$ cat src/rgbenc_pkg.sv
`default_nettype none

package rgbenc_pkg;

   // Strip geometry
   localparam int PIXEL_COUNT = 64;
   localparam int INDEX_WIDTH = 6;
   localparam int INDEX_COUNT = 2 ** INDEX_WIDTH;
   localparam logic [10:0] PIXEL_LIMIT = 11'(PIXEL_COUNT);

   // Pixel color layout and serializer
   localparam int COLOR_WIDTH = 24;
   localparam int BIT_COUNT_WIDTH = 5;
   localparam logic [BIT_COUNT_WIDTH-1:0] LAST_BIT_INDEX = BIT_COUNT_WIDTH'(COLOR_WIDTH - 1);

   // Color wheel segment limits
   localparam logic [7:0] WHEEL_THIRD = 8'd85;
   localparam logic [7:0] WHEEL_TWO_THIRDS = 8'd170;
   localparam logic [7:0] WHEEL_FULL = 8'd255;

   // Register reset values
   localparam logic [7:0] DUTY_ONE_RESET = 8'd60;
   localparam logic [7:0] DUTY_ZERO_RESET = 8'd30;

   typedef enum logic [1:0] {
      MODE_SOLID   = 2'd0,
      MODE_RAINBOW = 2'd1,
      MODE_SPREAD  = 2'd2
   } mode_type;

   typedef enum logic [1:0] {
      REG_MODE        = 2'd0,
      REG_SOLID_COLOR = 2'd1,
      REG_DUTY_ONE    = 2'd2,
      REG_DUTY_ZERO   = 2'd3
   } reg_index_type;

   typedef struct packed {
      logic                   valid;
      logic [COLOR_WIDTH-1:0] color;
   } color_beat_type;

   typedef logic [INDEX_COUNT-1:0][7:0] spread_table_type;

   // Wheel offset of each pixel when the wheel is spread over the whole strip
   function automatic spread_table_type build_spread_table();
      spread_table_type t;
      for (int i = 0; i < INDEX_COUNT; i++) begin
         t[i] = 8'((i * 256) / PIXEL_COUNT);
      end
      return t;
   endfunction

   localparam spread_table_type SPREAD_TABLE = build_spread_table();

   // Three times a value of at most 85, which always fits in a byte
   function automatic logic [7:0] times_three(input logic [7:0] v);
      logic [9:0] sum;
      sum = {2'b00, v} + {1'b0, v, 1'b0};
      return sum[7:0];
   endfunction

   // Color wheel, packed green, red, blue
   function automatic logic [COLOR_WIDTH-1:0] wheel(input logic [7:0] pos);
      logic [7:0] w;
      logic [7:0] up;
      logic [7:0] down;
      w = WHEEL_FULL - pos;
      if (w < WHEEL_THIRD) begin
         up = times_three(w);
         down = WHEEL_FULL - up;
         return {8'd0, down, up};
      end else if (w < WHEEL_TWO_THIRDS) begin
         up = times_three(w - WHEEL_THIRD);
         down = WHEEL_FULL - up;
         return {up, 8'd0, down};
      end else begin
         up = times_three(w - WHEEL_TWO_THIRDS);
         down = WHEEL_FULL - up;
         return {down, up, 8'd0};
      end
   endfunction

endpackage

`default_nettype wire

$ cat src/rgbenc_color.sv
`default_nettype none

module rgbenc_color (
   input  wire                                    clock,
   input  wire                                    reset,
   input  wire                                    item_valid,
   output logic                                   item_ready,
   input  wire  [rgbenc_pkg::INDEX_WIDTH-1:0]     pixel_index,
   input  wire                                    advance_phase,
   input  wire  [1:0]                             mode,
   input  wire  [rgbenc_pkg::COLOR_WIDTH-1:0]     solid_color,
   output rgbenc_pkg::color_beat_type             color_out,
   input  wire                                    color_ready
);
   import rgbenc_pkg::*;

   logic [7:0]             phase_cnt_ff, phase_cnt_in;
   logic                   a_valid_ff, a_valid_in;
   logic [INDEX_WIDTH-1:0] a_index_ff;
   logic [7:0]             a_phase_ff;
   logic                   b_valid_ff, b_valid_in;
   logic [COLOR_WIDTH-1:0] b_color_ff, b_color_in;
   logic                   accept;
   logic                   b_ready;
   logic                   a_in_range;
   logic [7:0]             wheel_pos;

   assign b_ready = !b_valid_ff || color_ready;
   assign item_ready = !a_valid_ff || b_ready;
   assign accept = item_valid && item_ready;

   // advance the phase before this pixel sees it
   assign phase_cnt_in = accept ? (phase_cnt_ff + {7'd0, advance_phase}) : phase_cnt_ff;

   assign a_valid_in = item_ready ? item_valid : a_valid_ff;
   assign a_in_range = {{(11 - INDEX_WIDTH){1'b0}}, a_index_ff} < PIXEL_LIMIT;

   always_comb begin
      if (mode_type'(mode) == MODE_SPREAD) begin
         wheel_pos = SPREAD_TABLE[a_index_ff] + a_phase_ff;
      end else begin
         wheel_pos = {{(8 - INDEX_WIDTH){1'b0}}, a_index_ff} + a_phase_ff;
      end
   end

   always_comb begin
      unique case (mode_type'(mode))
         MODE_RAINBOW, MODE_SPREAD: b_color_in = wheel(wheel_pos);
         default:                   b_color_in = solid_color;
      endcase
   end

   // drop pixels beyond the strip here
   assign b_valid_in = b_ready ? (a_valid_ff && a_in_range) : b_valid_ff;

   always_ff @(posedge clock) begin
      if (reset) begin
         phase_cnt_ff <= 8'd0;
         a_valid_ff <= 1'b0;
         b_valid_ff <= 1'b0;
      end else begin
         phase_cnt_ff <= phase_cnt_in;
         a_valid_ff <= a_valid_in;
         b_valid_ff <= b_valid_in;
      end
   end

   always_ff @(posedge clock) begin
      if (accept) begin
         a_index_ff <= pixel_index;
         a_phase_ff <= phase_cnt_in;
      end
      if (b_ready) begin
         b_color_ff <= b_color_in;
      end
   end

   assign color_out = {b_valid_ff, b_color_ff};

`ifndef SYNTH
   a_phase_step: assert property (@(posedge clock) disable iff (reset)
      accept && advance_phase |=> phase_cnt_ff == $past(phase_cnt_ff) + 8'd1)
      else $error("phase did not advance on a flagged pixel");

   a_phase_hold: assert property (@(posedge clock) disable iff (reset)
      !accept |=> $stable(phase_cnt_ff))
      else $error("phase moved without an accepted pixel");
`endif

endmodule

`default_nettype wire

$ cat src/rgbenc_serializer.sv
`default_nettype none

module rgbenc_serializer (
   input  wire                                    clock,
   input  wire                                    reset,
   input  rgbenc_pkg::color_beat_type             color_in,
   output logic                                   color_ready,
   input  wire  [7:0]                             duty_one,
   input  wire  [7:0]                             duty_zero,
   output logic                                   rsp_tvalid,
   input  wire                                    rsp_tready,
   output logic [7:0]                             rsp_tdata,
   output logic                                   rsp_tlast
);
   import rgbenc_pkg::*;

   logic                       busy_ff, busy_in;
   logic [COLOR_WIDTH-1:0]     shift_ff, shift_in;
   logic [BIT_COUNT_WIDTH-1:0] count_ff, count_in;
   logic                       send;
   logic                       load;

   assign send = busy_ff && rsp_tready;
   assign rsp_tlast = count_ff == LAST_BIT_INDEX;
   // take the next color on the same edge that sends the last beat
   assign load = !busy_ff || (rsp_tready && rsp_tlast);
   assign color_ready = load;

   always_comb begin
      busy_in = busy_ff;
      shift_in = shift_ff;
      count_in = count_ff;
      if (load) begin
         busy_in = color_in.valid;
         shift_in = color_in.color;
         count_in = '0;
      end else if (send) begin
         shift_in = {shift_ff[COLOR_WIDTH-2:0], 1'b0};
         count_in = count_ff + BIT_COUNT_WIDTH'(1);
      end
   end

   always_ff @(posedge clock) begin
      if (reset) begin
         busy_ff <= 1'b0;
         count_ff <= '0;
      end else begin
         busy_ff <= busy_in;
         count_ff <= count_in;
      end
   end

   always_ff @(posedge clock) begin
      shift_ff <= shift_in;
   end

   assign rsp_tvalid = busy_ff;
   assign rsp_tdata = shift_ff[COLOR_WIDTH-1] ? duty_one : duty_zero;

`ifndef SYNTH
   a_count_range: assert property (@(posedge clock) disable iff (reset)
      count_ff <= LAST_BIT_INDEX)
      else $error("bit counter ran past the last bit");

   a_load_starts: assert property (@(posedge clock) disable iff (reset)
      load && color_in.valid |=> rsp_tvalid && count_ff == '0)
      else $error("loaded color did not start at the first bit");

   a_drain_idle: assert property (@(posedge clock) disable iff (reset)
      rsp_tvalid && rsp_tready && rsp_tlast && !color_in.valid |=> !rsp_tvalid)
      else $error("serializer stayed busy with nothing loaded");
`endif

endmodule

`default_nettype wire

$ cat src/rgb_led_rainbow_bit_encoder_top.sv
// RGB LED rainbow bit encoder.
// Input channel (req_): one beat per pixel slot. req_tdata carries pixel_index,
// req_tuser carries advance_phase, which bumps the 8-bit animation phase before
// this pixel is colored. Pixels at or beyond the strip length still move the
// phase but produce no output.
// Output channel (rsp_): 24 beats per pixel, green, red, blue, MSB first; each
// beat is the one-duty or zero-duty compare value, rsp_tlast on the 24th.
// Config channel (csr_): always ready; index 0 mode, 1 solid color, 2 one-duty,
// 3 zero-duty. Write only while the block is idle.
// Path: input register, color register, then the serializer shift register.
// Throughput: one beat per cycle out of the serializer shift register while
// rsp_tready is high; the next pixel is colored and held in a two-deep input
// pipeline meanwhile, so back-to-back pixels stream without gaps.
// Stall: when rsp_tready is low the current beat holds; the pipeline fills and
// then req_tready drops until the serializer frees a slot.
// Reset: phase 0, mode solid, solid color 0, one-duty 60, zero-duty 30; all
// pending pixels are discarded.
`default_nettype none

module rgb_led_rainbow_bit_encoder_top (
   input  wire         clock,
   input  wire         reset,
   input  wire         req_tvalid,
   output logic        req_tready,
   input  wire  [7:0]  req_tdata,   // [5:0] pixel_index, [7:6] zero
   input  wire         req_tuser,   // [0] advance_phase
   output logic        rsp_tvalid,
   input  wire         rsp_tready,
   output logic [7:0]  rsp_tdata,   // [7:0] duty_word
   output logic        rsp_tlast,
   input  wire         csr_valid,
   output logic        csr_ready,
   input  wire  [1:0]  csr_index,
   input  wire  [23:0] csr_data
);
   import rgbenc_pkg::*;

   logic [1:0]             mode_ff;
   logic [COLOR_WIDTH-1:0] solid_color_ff;
   logic [7:0]             duty_one_ff;
   logic [7:0]             duty_zero_ff;
   color_beat_type         color_beat;
   logic                   color_ready;

   assign csr_ready = 1'b1;

   // configuration registers
   always_ff @(posedge clock) begin
      if (reset) begin
         mode_ff <= MODE_SOLID;
         solid_color_ff <= '0;
         duty_one_ff <= DUTY_ONE_RESET;
         duty_zero_ff <= DUTY_ZERO_RESET;
      end else if (csr_valid) begin
         unique case (reg_index_type'(csr_index))
            REG_MODE:        mode_ff <= csr_data[1:0];
            REG_SOLID_COLOR: solid_color_ff <= csr_data[COLOR_WIDTH-1:0];
            REG_DUTY_ONE:    duty_one_ff <= csr_data[7:0];
            REG_DUTY_ZERO:   duty_zero_ff <= csr_data[7:0];
         endcase
      end
   end

   // phase, input register and color lookup
   rgbenc_color u_color (
      .clock         (clock),
      .reset         (reset),
      .item_valid    (req_tvalid),
      .item_ready    (req_tready),
      .pixel_index   (req_tdata[INDEX_WIDTH-1:0]),
      .advance_phase (req_tuser),
      .mode          (mode_ff),
      .solid_color   (solid_color_ff),
      .color_out     (color_beat),
      .color_ready   (color_ready)
   );

   // shift the color out one duty word per beat
   rgbenc_serializer u_serializer (
      .clock       (clock),
      .reset       (reset),
      .color_in    (color_beat),
      .color_ready (color_ready),
      .duty_one    (duty_one_ff),
      .duty_zero   (duty_zero_ff),
      .rsp_tvalid  (rsp_tvalid),
      .rsp_tready  (rsp_tready),
      .rsp_tdata   (rsp_tdata),
      .rsp_tlast   (rsp_tlast)
   );

endmodule

`default_nettype wire
$ cat config.mk
export PLATFORM = sky130hd
export DESIGN_NAME = rgb_led_rainbow_bit_encoder_top
export DESIGN_NICKNAME = d
export VERILOG_FILES = /design/src/rgbenc_pkg.sv /design/src/rgbenc_color.sv /design/src/rgbenc_serializer.sv /design/src/rgb_led_rainbow_bit_encoder_top.sv
export SDC_FILE = /design/constraint.sdc
export NUM_CORES = 1
export LEC_CHECK = 0
export BUFFER_PORTS_ARGS = -buffer_cell sky130_fd_sc_hd__buf_2
export CELL_PAD_IN_SITES_DETAIL_PLACEMENT = 1
export CELL_PAD_IN_SITES_GLOBAL_PLACEMENT = 1
export CORE_ASPECT_RATIO = 1.2
export CORE_MARGIN = 5
export CORE_UTILIZATION = 49
export CTS_BUF_LIST = sky130_fd_sc_hd__clkbuf_4 sky130_fd_sc_hd__clkbuf_8
export DETAILED_ROUTE_END_ITERATION = 16
export GPL_ROUTABILITY_DRIVEN = 0
export PLACE_DENSITY = 0.81
export SLEW_MARGIN = 20
export SYNTH_ARGS = -nofsm -noshare
export SYNTH_HDL_FRONTEND = slang
export SYNTH_SLANG_ARGS = --single-unit
$ cat constraint.sdc
create_clock -name clock -period 6.84 [get_ports clock]
set_clock_uncertainty 0.05 [all_clocks]
set_input_delay 0 -clock clock [delete_from_list [all_inputs] [get_ports clock]]
set_output_delay 0 -clock clock [all_outputs]
set_load 0.005 [all_outputs]
# Yosys cells after proc, flatten, opt, wreduce, memory -nomap -nowiden
# Memory sizes are Yosys's and may differ from the RTL's. A register that Yosys moved wholly into a read port is not among the register bits.
# Cells that the tools add are included.
dict set report totals {
  reg_bits 120
  rom_bits 512
  in_bits 40
  out_inout_bits 12
  wordCells 63
  memories 1
}
dict set report classes {
  addsub 13
  magnitude_cmp 3
  n_eq_ne 6
  mux 10
  n_reduce_logical 17
}
# name words word_bits read_ports rd_ports_with_merged_regs wr line_no
set memory_table {}
lappend memory_table {{(no name shown)} 64 8 1 1 0 rgbenc_color.sv:40} ;# wheel_pos = SPREAD_TABLE[a_index_ff] + a_phase_ff;
# op count
set ops {}
lappend ops {{$mux 24} 5}
lappend ops {{$add 8x8->8} 4}
lappend ops {{$mux 8} 4}
lappend ops {{$sub 8x8->8 const A} 4}
lappend ops {{$add 6x8->8} 1}
lappend ops {{$add 8x1->8} 1}
lappend ops {{$lt 8x7->1 const B} 1}
lappend ops {{$lt 8x8->1 const B} 1}
lappend ops {{$reduce_and 2->1} 4}
lappend ops {{$sub 8x7->8 const B} 1}
lappend ops {{$sub 8x8->8 const B} 1}
lappend ops {{$lt 6x7->1 const B} 1}
lappend ops {{$eq 2x2->1 const B} 3}
lappend ops {{$mux 6} 1}
lappend ops {{$add 5x1->5 const B} 1}
lappend ops {{$eq 5x5->1 const B} 1}
lappend ops {{$eq 2x1->1 const B} 2}
lappend ops {{$reduce_or 2->1} 2}
lappend ops {{$logic_and 1x1->1} 3}
lappend ops {{$logic_not 1->1} 3}
lappend ops {{$logic_or 1x1->1} 3}
lappend ops {{$logic_not 2->1} 1}
lappend ops {{$reduce_bool 2->1} 1}

# Logic depth before layout (Yosys ltp)
dict set report depth {
  word_depth 11
  ltp_mapped 22
  depth_no_buf 21
}

# Modules after synthesis
# A second synthesis with hierarchy kept.
dict set report unflattened {
  cells_unflattened 671
  area_unflattened_um2 7226.9
}
# module instances cells_each area_per_inst_um2 seq_area_each_um2
set by_module_without_submodules {}
lappend by_module_without_submodules {rgbenc_color 1 407 4002.6 1461.4}
lappend by_module_without_submodules {rgb_led_rainbow_bit_encoder_top 1 173 1814.2 840.8}
lappend by_module_without_submodules {rgbenc_serializer 1 91 1410.1 840.8}

# Least setup slack after synthesis
# Ideal clock, no wire load.
dict set report synth_timing {
  kind {register -> register}
  start {register mode_ff[0]}
  end {register u_color.b_color_ff[23] (data pin)}
  setup_ns 0.150
  arrival_ns 4.602
  t_required_ns 6.640
  slack_ns 2.038
  path_stages_with_launch 20
  n_path_buf 1
  period_less_slack_ns 4.802
  cell_sequence {dfxtp_1 inv_1 ha_1 mux2_2 ha_1 a21oi_1 a21boi_0 nor2_1 buf_1 ha_1 a211o_2 xnor2_1 inv_1 ha_1 a21oi_1 nor2_1 o32a_1 a211oi_2 mux2_2 nor3_2}
}
dict set report synth_via {
  elab_chain_len 9
  word_cells_on_any_way 15
  classes_between {add/sub: 6; order compare: 2; eq/ne: 2; mux: 4; reduce/logical: 1}
}
# item line_no
set synth_rtl {}
lappend synth_rtl {{from (decl)} rgb_led_rainbow_bit_encoder_top.sv:38} ;# logic [1:0] mode_ff;
lappend synth_rtl {{from (signal assigned)} rgb_led_rainbow_bit_encoder_top.sv:56} ;# REG_MODE: mode_ff <= csr_data[1:0];
lappend synth_rtl {{$eq 2x2->1} {rgbenc_color.sv:39, rgbenc_color.sv:47}}
lappend synth_rtl {{$mux 8} rgbenc_color.sv:39} ;# if (mode_type'(mode) == MODE_SPREAD) begin
lappend synth_rtl {{$sub 8x8->8} rgbenc_pkg.sv:68} ;# w = WHEEL_FULL - pos;
lappend synth_rtl {{$sub 8x8->8} rgbenc_pkg.sv:78} ;# up = times_three(w - WHEEL_TWO_THIRDS);
lappend synth_rtl {{$add 8x8->8} rgbenc_pkg.sv:59} ;# sum = {2'b00, v} + {1'b0, v, 1'b0};
lappend synth_rtl {{$sub 8x8->8} rgbenc_pkg.sv:79} ;# down = WHEEL_FULL - up;
lappend synth_rtl {{$mux 24} rgbenc_pkg.sv:73} ;# end else if (w < WHEEL_TWO_THIRDS) begin
lappend synth_rtl {{$mux 24} rgbenc_pkg.sv:69} ;# if (w < WHEEL_THIRD) begin
lappend synth_rtl {{$mux 24 (*)} rgbenc_color.sv:47} ;# unique case (mode_type'(mode))
lappend synth_rtl {{via u_color.b_color_in[23]} rgbenc_color.sv:22} ;# logic [COLOR_WIDTH-1:0] b_color_ff, b_color_in;
lappend synth_rtl {{to (signal assigned)} rgbenc_color.sv:74} ;# b_color_ff <= b_color_in;
lappend synth_rtl {{to (decl)} rgbenc_color.sv:22}
# Mark *: on every way through the listed nets, which the timed path passes. The rest lies on a longest branch.
# A chain may end at the register's enable or synchronous reset.

# Worst setup path after layout
# Same ends and word-level chain as after synthesis.

==> summary.txt <==
Status
  • Status: finished clean

Finish
  • Post-layout net count: 861
  • Area delta synth->final: 16.72%
  • Layout cell share with drive strength beyond 1: 0.1593
  • ANT cells: 0

Setup path
  • Crit Path Max Fanout: 6
  • Worst reg2reg startpoint: mode_ff[0]
  • Most used cell, CP: inv_1
  • Max stage delay cell, worst path: fa_1
  • Critical path origin: mode_ff[0]
  • Setup CP Type: reg2reg
  • Crit path required time: a little over 7 ns
  • Endpoint class of the critical path: flop
  • CP max stage delay: ~0.56 ns
  • Crit-path leading delay family: adder cells
  • Worst path depth: 19
  • Crit path buf inv count: 5
  • Worst Setup Start Kind: flop
  • Setup slack, reg-to-reg: between 1 and 1.5 ns
  • Worst reg2reg path depth: 19
  • Crit path DAT: between 5 and 6 ns
  • Crit-path cells: inv_1 > ha_1 > nor2b_1 > ha_1 > inv_1 > fa_1 > inv_1 > ha_1 > inv_1 > a211o_2 > xnor2_1 > inv_1 > ha_1 > a21oi_1 > nor2_1 > o32a_1 > a211oi_2 > mux2_2 > nor3_2

STA
  • Final Critical Period: about 5.7 ns
  • Setup TNS: 0 ns
  • Max Slew Vio Count: 0
  • Share of the cycle needed by the critical path after routing: 0.8266
  • RSZ-0062 raised after global routing: false
  • # setup viols final: 0
  • Worst setup margin: around 1.2 ns
  • Hold Fails Final Rpt: 0
  • Tightest Pin Transition: 1.046 ns
  • Fmax: between 150 and 200 MHz
  • Relative slew slack: 0.3023

Pwr
  • Post-layout power: 2.356 mW
  • Peak supply drop: 0.1868 mV
  • Net Switching: about 0.83 mW
  • Clock power frac: 0.289
  • PwrDens: roughly 300 nW/um^2
  • Pint: around 1.5 mW
  • Sw frac: 0.3531
  • Combinational fraction of design power: 0.336
  • Leak: about 3.3 nW
  • Sequential share of power: 0.375

Detailed routing
  • First-pass iteration count of the detailed router: 4
  • Iter 0 DRT Violations: just over 300
  • DR WL/cell: between 15 and 20 um
  • Via density: between 5 and 6
  • DR DRC count: 0
  • Via count: 5274
  • Post-DRT Antenna Nets: 0
  • Final wirelength: between 15000 and 20000 um

Global routing
  • Initial antenna violation count: 0
  • Met2 Use GR: 0.4186
  • GR Layer Usage met3: 0.04670
  • Vias in the first global route: between 5000 and 6000
  • Largest net degree at the start of global routing: 59
  • First-pass GRT wire length: just under 30000 um
  • Gr ovfl total: 0
  • Gr busiest metal: met2
  • GRT met1 Usage: 0.2628
  • GRT Resource Usage Total: 0.2338

Synthesis
  • Cell area after synthesis: between 6000 and 7000 um^2
  • Number of synthesized flops with an enable pin: between 60 and 70
  • Adder-cell share of the synthesized area: 0.07248
  • Mapped Avg Cell Area: between 9 and 10 um^2
  • Post-Synth Simple-Gate Area: 0.1849
  • Async set-reset flop share out of synthesis: 0
  • Syn_nets: ~790
  • Synth unique cells: 62
  • Cell taking the most area after synthesis: edfxtp_1
  • Synth Area in Compound Gates: 0.1300
  • Multiplexer area fraction after synthesis: 0.04147
  • XOR/XNOR Fraction of Synth Area: 0.06501
  • Yosys warns: 0
  • Largest family of logic cells by synthesized area: simple AND/OR/NAND/NOR gates
  • Top post-synthesis cells by area: edfxtp_1 (28%), dfxtp_1 (19%), nand2_1 (10%), ha_1 (6.4%), a21oi_1 (4.6%)
  • Syn Inst Count: slightly above 700
  • Seq/Total Area, Yosys: 0.4693
  • Ys flop type: dfxtp_1
  • Proportion of netlist area held by the largest area contributor: 0.2780
  • #FFs+latches synth: approximately 130

Clock network
  • CTS clk-pin slew, worst paths: approximately 0.090 ns
  • TritonCTS clock tree: done
  • Clock root cell: clkbuf_8
  • Later-pin clock latency in the skew report: between 0.4 and 0.5 ns
  • Htree depth: 4
  • Clock sink count: ~130
  • Clk buf depth: 2
  • CTS buffer count: 17
  • Setup bufs post-CTS: 0

Floorplanning
  • Starting Density: 0.5038
  • CORE AREA: 13300 um^2
  • Die X-Extent: 116.7 um
  • Die area: between 15000 and 20000 um^2
  • Number of core rows: 46
  • Die Height: 138.1 um
  • Boundary Pins: between 50 and 60

Flow run
  • MaxCap Viol Count: 0

Min path
  • Hold_sp: reset
  • Hold Path Class: in2reg
  • Hold depth: 2

Placement
  • Setup WS pre-CTS: ~1.2 ns
  • DP HPWL: approximately 12000 um
  • IO buf count: 48
layer usage:
layer	routed length (um)	vias to the layer above
li1	-	2584
met1	7109	2569
met2	9944	81
met3	477	40
met4	588	0
met5	0	-
sequential cells by signal (all words and copies together) (netlist names), named ones only:
| name | flops |
|---|---|
| u_color.b_valid_ff | 1 |
| u_serializer.count_ff | 5 |
| solid_color_ff | 24 |
| u_serializer.rsp_tvalid | 1 |
| u_color.a_phase_ff | 8 |
| u_serializer.shift_ff | 24 |
| u_color.a_valid_ff | 1 |
| u_color.b_color_ff | 24 |
| u_color.phase_cnt_ff | 8 |
| mode_ff | 2 |
| duty_one_ff | 8 |
| u_color.a_index_ff | 6 |
| duty_zero_ff | 8 |
area by class of cell:
type / instances / area, um^2
Clock buffer: 19 / 249.0
Clock inverter: 13 / 158.9
Fill cell: 1508 / 5478
Inverter: 25 / 107.6
Multi-Input combinational cell: 528 / 3331
Sequential cell: 126 / 3143
Tap cell: 168 / 210.2
Timing Repair Buffer: 86 / 618.1
repair_timing:
item | in CTS | in global routing
hold buffers | 36 | 0
endpoints found under the hold margin | 57 | 0
gates resized for setup | 0 | 0
setup endpoints to repair | 0 | 0
placed cells by master, fill, tap and decap left out, types with 3 or more instances in the layout:
master | netlist | layout
ha_1 | 34 | 34
a211oi_1 | 7 | 7
clkinv_4 | 0 | 5
mux2_2 | 22 | 22
nand2_1 | 184 | 183
buf_2 | 0 | 47
clkbuf_8 | 0 | 17
nand4_1 | 3 | 3
a21oi_1 | 61 | 61
and2_1 | 4 | 4
xnor2_1 | 22 | 22
nand3b_1 | 9 | 9
o21ai_0 | 27 | 27
or2_2 | 3 | 3
dlygate4sd3_1 | 0 | 36
xor2_1 | 17 | 17
dfxtp_1 | 64 | 64
nor2b_1 | 10 | 10
mux2i_1 | 3 | 3
o31ai_1 | 6 | 6
edfxtp_1 | 62 | 62
a21o_1 | 5 | 5
o21bai_1 | 5 | 5
nor2_1 | 37 | 36
nand3_1 | 8 | 8
a22o_1 | 3 | 3
fa_1 | 3 | 3
nor3_1 | 14 | 14
buf_4 | 4 | 3
inv_1 | 24 | 24
worst reg2reg max path, delay by kind of cell, from the launching register on:
kind	cells	cell delay (ns)
compound gates	4	1.49
xor+xnor	1	0.37
fa+ha+maj	5	1.80
buf+inv	5	0.67
flops	1	0.33
mux	1	0.40
simple gates	3	0.43
cells in the mapped netlist, drive strengths merged (9+ instances only):
cell type,count
o21ai,28
a21oi,61
nand2,184
inv,24
nor2b,10
xor2,17
ha,34
clkbuf,26
mux2,22
nand3b,9
dfxtp,64
nor3,15
xnor2,25
edfxtp,62
nor2,37
cells by family (layout without fill, tap and decap cells):
group                    Yosys count  count (layout)
other                              1               1
flip-flops                       126             126
multiplexers                      25              25
buffers and inverters             57             143
adder cells (fa/ha/maj)           37              37
AND/OR/NAND/NOR                  286             286
AO/OA/AOI/OAI                    136             136
XOR/XNOR                          43              43
power groups by stage:
stage	Sequential [mW]	Clock (mW)	Combinational, mW
finish	0.883	0.682	0.791
global route	0.889	0.727	0.866
CTS	0.884	0.686	0.786
detailed placement	0.900	0	0.763
global placement	0.896	0	0.721
floorplan	0.888	0	0.577
through the flow:
step | instances | cell area (um^2) | util | hold slack, ns
2_1_floorplan | 711 | 6698 | - | 0.04887
3_3_place_gp | 897 | 7037 | 0.5293 | 0.1413
3_5_place_dp | 897 | 7039 | 0.5295 | 0.1422
4_1_cts | 965 | 7807 | 0.5872 | 0.03826
5_1_grt | 965 | 7818 | 0.5880 | 0.01457
6_report | 965 | 7818 | 0.5880 | 0.01035
final timing paths:
| path | end |
|---|---|
| max | u_color.b_color_ff[23] |
| min | u_serializer.rsp_tvalid |
| max reg2reg | u_color.b_color_ff[23] |
| min reg2reg | solid_color_ff[23] |
Note: power is estimated with default switching activity, not from simulation.
